## src/hw/rtl/kch_pkg.sv

```systemverilog
// Package: types, constants and helpers for the k-core h-index update block.
package kch_pkg;

   localparam int CORE_W         = 12;
   localparam int CNT_W          = 16;
   localparam int LIM_W          = 16;
   localparam int HIST_DEPTH     = 4096;
   localparam int HIST_AW        = $clog2(HIST_DEPTH);
   localparam int CORE_LIMIT_DEF = 4095;
   localparam logic [CNT_W-1:0] CNT_MAX = {CNT_W{1'b1}};

   typedef struct packed {
      logic [CORE_W-1:0] own_core;
      logic [CORE_W-1:0] neighbor_core;
      logic              neighbor_valid;
      logic              last;
   } req_word_type;

   typedef struct packed {
      logic [CORE_W-1:0] new_core;
      logic              changed;
   } rsp_word_type;

   typedef enum logic [1:0] {
      ST_CLEAR,
      ST_IDLE,
      ST_SCAN,
      ST_DRAIN
   } state_type;

   typedef struct packed {
      logic               busy;
      logic               scan_issue;
      logic               clear_en;
      logic [HIST_AW-1:0] addr;
   } seq_ctrl_type;

   typedef struct packed {
      logic [HIST_AW-1:0] rd_addr;
      logic               wr_en;
      logic [HIST_AW-1:0] wr_addr;
      logic [CNT_W-1:0]   wr_data;
   } hist_cmd_type;

   function automatic logic [CNT_W-1:0] sat_inc(input logic [CNT_W-1:0] x);
      sat_inc = (x == CNT_MAX) ? CNT_MAX : x + CNT_W'(1);
   endfunction

endpackage

```

## src/hw/rtl/kch_seq.sv

```systemverilog
// Sequencer: reset clearing sweep, downward histogram scan and its address counter.
module kch_seq (
   input  logic                          clock,
   input  logic                          reset,
   input  logic                          accept_last,
   input  logic [kch_pkg::HIST_AW-1:0]   load_addr,
   output kch_pkg::seq_ctrl_type         ctrl
);

   kch_pkg::state_type          state_ff, state_in;
   logic [kch_pkg::HIST_AW-1:0] cnt_ff, cnt_in;
   logic                        cnt_zero;

   assign cnt_zero = (cnt_ff == '0);

   always_comb begin
      state_in = state_ff;
      cnt_in   = cnt_ff;
      case (state_ff)
         kch_pkg::ST_CLEAR: begin
            cnt_in = cnt_ff - 1'b1;
            if (cnt_zero) begin
               state_in = kch_pkg::ST_IDLE;
            end
         end
         kch_pkg::ST_IDLE: begin
            if (accept_last) begin
               state_in = kch_pkg::ST_SCAN;
               cnt_in   = load_addr;
            end
         end
         kch_pkg::ST_SCAN: begin
            cnt_in = cnt_ff - 1'b1;
            if (cnt_zero) begin
               state_in = kch_pkg::ST_DRAIN;
            end
         end
         kch_pkg::ST_DRAIN: begin
            state_in = kch_pkg::ST_IDLE;
         end
         default: begin
            state_in = kch_pkg::ST_IDLE;
         end
      endcase
   end

   always_comb begin
      ctrl.busy       = (state_ff != kch_pkg::ST_IDLE);
      ctrl.scan_issue = (state_ff == kch_pkg::ST_SCAN);
      ctrl.clear_en   = (state_ff == kch_pkg::ST_CLEAR);
      ctrl.addr       = cnt_ff;
   end

   always_ff @(posedge clock) begin
      if (reset) begin
         state_ff <= kch_pkg::ST_CLEAR;
         cnt_ff   <= '1;
      end else begin
         state_ff <= state_in;
         cnt_ff   <= cnt_in;
      end
   end

endmodule

```

## config.mk

```make
export PLATFORM = sky130hd
export DESIGN_NAME = kch_seq
export DESIGN_NICKNAME = d
export VERILOG_FILES = /design/src/hw/rtl/kch_pkg.sv /design/src/hw/rtl/kch_seq.sv
export SDC_FILE = /design/constraint.sdc
export NUM_CORES = 1
export LEC_CHECK = 0
export BUFFER_PORTS_ARGS = -buffer_cell sky130_fd_sc_hd__buf_2
export CAP_MARGIN = 25
export CORE_MARGIN = 2
export CORE_UTILIZATION = 49
export DETAILED_ROUTE_END_ITERATION = 10
export PLACE_DENSITY = 0.82
export SETUP_SLACK_MARGIN = 0.15
export SYNTH_ARGS = -nofsm -noshare
export SYNTH_HDL_FRONTEND = slang
export SYNTH_SLANG_ARGS = --single-unit
export TNS_END_PERCENT = 50
```

## constraint.sdc

```tcl
create_clock -name clock -period 2.5 [get_ports clock]
set_input_delay 0.5 -clock clock [delete_from_list [all_inputs] [get_ports clock]]
set_output_delay 0.5 -clock clock [all_outputs]
set_load 0.03 [all_outputs]
```

==> metrics.cfg <==
[run_status]
outcome=complete, no violations

[pwr]
ir_drop_mv=0.4051
power_leakage_uw=0.0004621
powerDensity_nw_per_um2=737.5

[grt]
track_usage_pct=23.27
grt_pass1_wl_um=3663
gr-total-overflow=0
grt_pass1_vias=891
grt_max_degree=21
grt_antenna_before_repair=0

[routing]
dr.pass1.iters=4
remaining_drc_errors=0
vias_per_cell=5.920
wl_um=2432
drt_iter0_drc=37
ant_nets=0
dr_total_vias=1030
wl_per_cell_um=13.98

[cells_and_area]
layout.cells.non_filler=174
finalNetCount=171
fillers=184
drive_gt1_share_pct=27.52
area_growth_pct=21.92
diodes=0

[clocking]
clk_path_buf_depth=2
clk_latency_ns=0.29
cts_htree_levels=1
root_buffer=clkbuf_4
tritoncts=done
hold_buffers=0
clock_sinks=14
cts_setup_buffers=0
cts_buffers=3
ctsResizeCount=0
path_clk_slew_ns=0.08

[die]
fp.dieH_um=47.71
rows=15
die_w_um=47.71
io_pins=30
die-area_sq_um=2276
coreArea_sq_um=1764
start_util_pct=53.05

[synthesis]
synth.top_cell.area_share_pct=29.95
synth.yosys.seq_area_share_pct=29.95
avgSynthCellArea_sq_um=7.799
synthCells=120
synth_area_leaders=dfxtp_1 30%, nor2_1 8.4%, ha_1 8.0%
syn_nets=141
synthDistinctLibCells=39
netlist_area_sq_um=935.9
ys_ff_latch=14
yosysTopAreaCell=dfxtp_1
synth_warnings=0

[timing]
clock_skew_ns=0.001358
fmax_mhz=519.0
slew_headroom_pct=68.50
tightest_slew_ns=0.4682
finalSetupTns_ns=0
post-route-period-util_pct=77.08
rsz0062_at_grt=no
finalHoldViolCount=0
drv_slew=0
period_needed_ns=1.927
setup_viol=0

[placement]
dp.cells=170
finalWeightedCongestion=0.7987
dp_hpwl_um=1716
port_buffers=29

[hold_path]
worstHoldStart=load_addr[0]
worstHoldPathType=in2reg
holdPathEnd=cnt_ff[0]$_SDFFE_PP1P_
hold_depth=3

[setup_path]
worstSetupStartpointType=flip-flop
rr_worst_depth=6
rrSetupSlack_ns=0.57
reg2reg_from=state_ff[0]$_SDFFE_PP0P_
cp_max_fo=8
critical_path_required_ns=2.70
arrival_ns=2.13
worstSetupPathType=reg2reg
r2r-end=cnt_ff[9]$_SDFFE_PP1P_
worst_setup_path_end_kind=flip-flop

[job]
cap_violations=0

[cell type report]
class | instances | area, sq um | share of cell area (%)
inverters | 5 | 18.77 | 1.645
well taps | 25 | 31.28 | 2.741
flip-flops and latches | 14 | 280.3 | 24.56
repair buffers | 31 | 160.2 | 14.04
multi-input cells | 95 | 614.3 | 53.84
clock buffers | 4 | 36.28 | 3.180
[where the power goes]
part / leakage (uW) / internal, uW / switching [uW]
registers: 0.000114 / 270 / 69.7
logic: 0.000327 / 120 / 216
clock network: 0.0000210 / 88.9 / 77.4
[per-layer routing]
layer / wire (um) / up-vias / GRT usage (%)
met2: 1150 / 60 / 37.60
met4: 48 / 0 / 10.27
met3: 204 / 8 / 7.170
met1: 1029 / 457 / 28.38
li1: - / 505 / -
met5: 0 / - / 0
[flip-flops by register name, summed over array words and instances, names as in the netlist]
| name | cells |
|---|---|
| cnt_ff | 12 |
| state_ff | 2 |
[metrics by stage]
stage | utilization [%] | area (sq um) | hold WS (ns) | total power [uW] | setup slack [ns]
detailed placement | 62.62 | 1105 | 0.4940 | 676.7 | 0.6025
global route | 64.68 | 1141 | 0.4939 | 897.1 | 0.5130
global placement | 62.62 | 1105 | 0.4872 | 669.0 | 0.6877
finish | 64.68 | 1141 | 0.4585 | 841.6 | 0.5731
CTS | 64.68 | 1141 | 0.4629 | 844.5 | 0.5861
floorplan | - | 935.9 | 0.4658 | 578.9 | 0.5521
[worst max-delay path, stage by stage, from the launching register on]
cell	delay, ns
dfxtp_1	0.37
inv_1	0.09
ha_1	0.25
or3_1	0.40
and2_1	0.29
nand2b_1	0.20
a2bb2oi_1	0.25
[cell usage after synthesis]
| master | n |
|---|---|
| nor3_1 | 8 |
| o32a_1 | 2 |
| or3_1 | 3 |
| a21boi_1 | 1 |
| a2bb2oi_1 | 1 |
| nand4_1 | 1 |
| o311a_1 | 1 |
| nor3b_1 | 1 |
| mux2i_1 | 1 |
| mux2_2 | 1 |
| nand2_1 | 2 |
| nor2_1 | 21 |
| nand3_1 | 1 |
| a21oi_1 | 4 |
| ha_1 | 6 |
| a22oi_1 | 1 |
| o21ai_1 | 1 |
| nor4_1 | 4 |
| nand2_2 | 1 |
| dfxtp_1 | 14 |
| o21ai_0 | 3 |
| o21bai_1 | 2 |
| a31o_2 | 1 |
| o2bb2ai_1 | 1 |
| and2_1 | 1 |
| o211ai_1 | 2 |
| a211oi_2 | 1 |
| a21o_1 | 1 |
| a31oi_1 | 5 |
| or2_2 | 1 |
| or4_4 | 1 |
| clkbuf_1 | 6 |
| nand2b_1 | 6 |
| a211oi_1 | 4 |
| a2111oi_0 | 1 |
| and3_1 | 1 |
| a211o_1 | 2 |
| inv_1 | 5 |
| o22ai_1 | 1 |
[cells in the final DEF (no fill, tap or decap), types with 2 or more instances in the layout]
cell / count
dfxtp_1: 14
clkbuf_4: 3
buf_2: 29
a211o_1: 2
nor4_1: 4
ha_1: 6
nand2_1: 2
nor2_1: 21
o211ai_1: 2
a211oi_1: 4
a31oi_1: 5
nand2b_1: 6
a21oi_1: 4
nor3_1: 8
inv_1: 5
or3_1: 3
o21bai_1: 2
o32a_1: 2
o21ai_0: 3
buf_4: 2
[cells by family (layout without fill, tap and decap cells)]
kind of cell	after synthesis	in the layout	synth area share (%)
AOI/OAI and AO/OA	35	35	27.27
adders and majority gates	6	6	8.021
buffers and inverters	11	40	4.412
DFF	14	14	29.95
muxes	2	2	2.273
and+or+nand+nor	52	52	28.08
[how the worst max path moves through the flow]
stage	from	slack, ns	end
6_report	state_ff[0]$_SDFFE_PP0P_	0.57	cnt_ff[9]$_SDFFE_PP1P_
5_1_grt	state_ff[0]$_SDFFE_PP0P_	0.51	state_ff[0]$_SDFFE_PP0P_
4_1_cts	state_ff[0]$_SDFFE_PP0P_	0.59	state_ff[0]$_SDFFE_PP0P_
3_5_place_dp	state_ff[0]$_SDFFE_PP0P_	0.60	state_ff[0]$_SDFFE_PP0P_
3_3_place_gp	state_ff[0]$_SDFFE_PP0P_	0.69	state_ff[0]$_SDFFE_PP0P_
2_1_floorplan	state_ff[0]$_SDFFE_PP0P_	0.55	cnt_ff[3]$_SDFFE_PP1P_
Power figures use the tool's default switching activity.
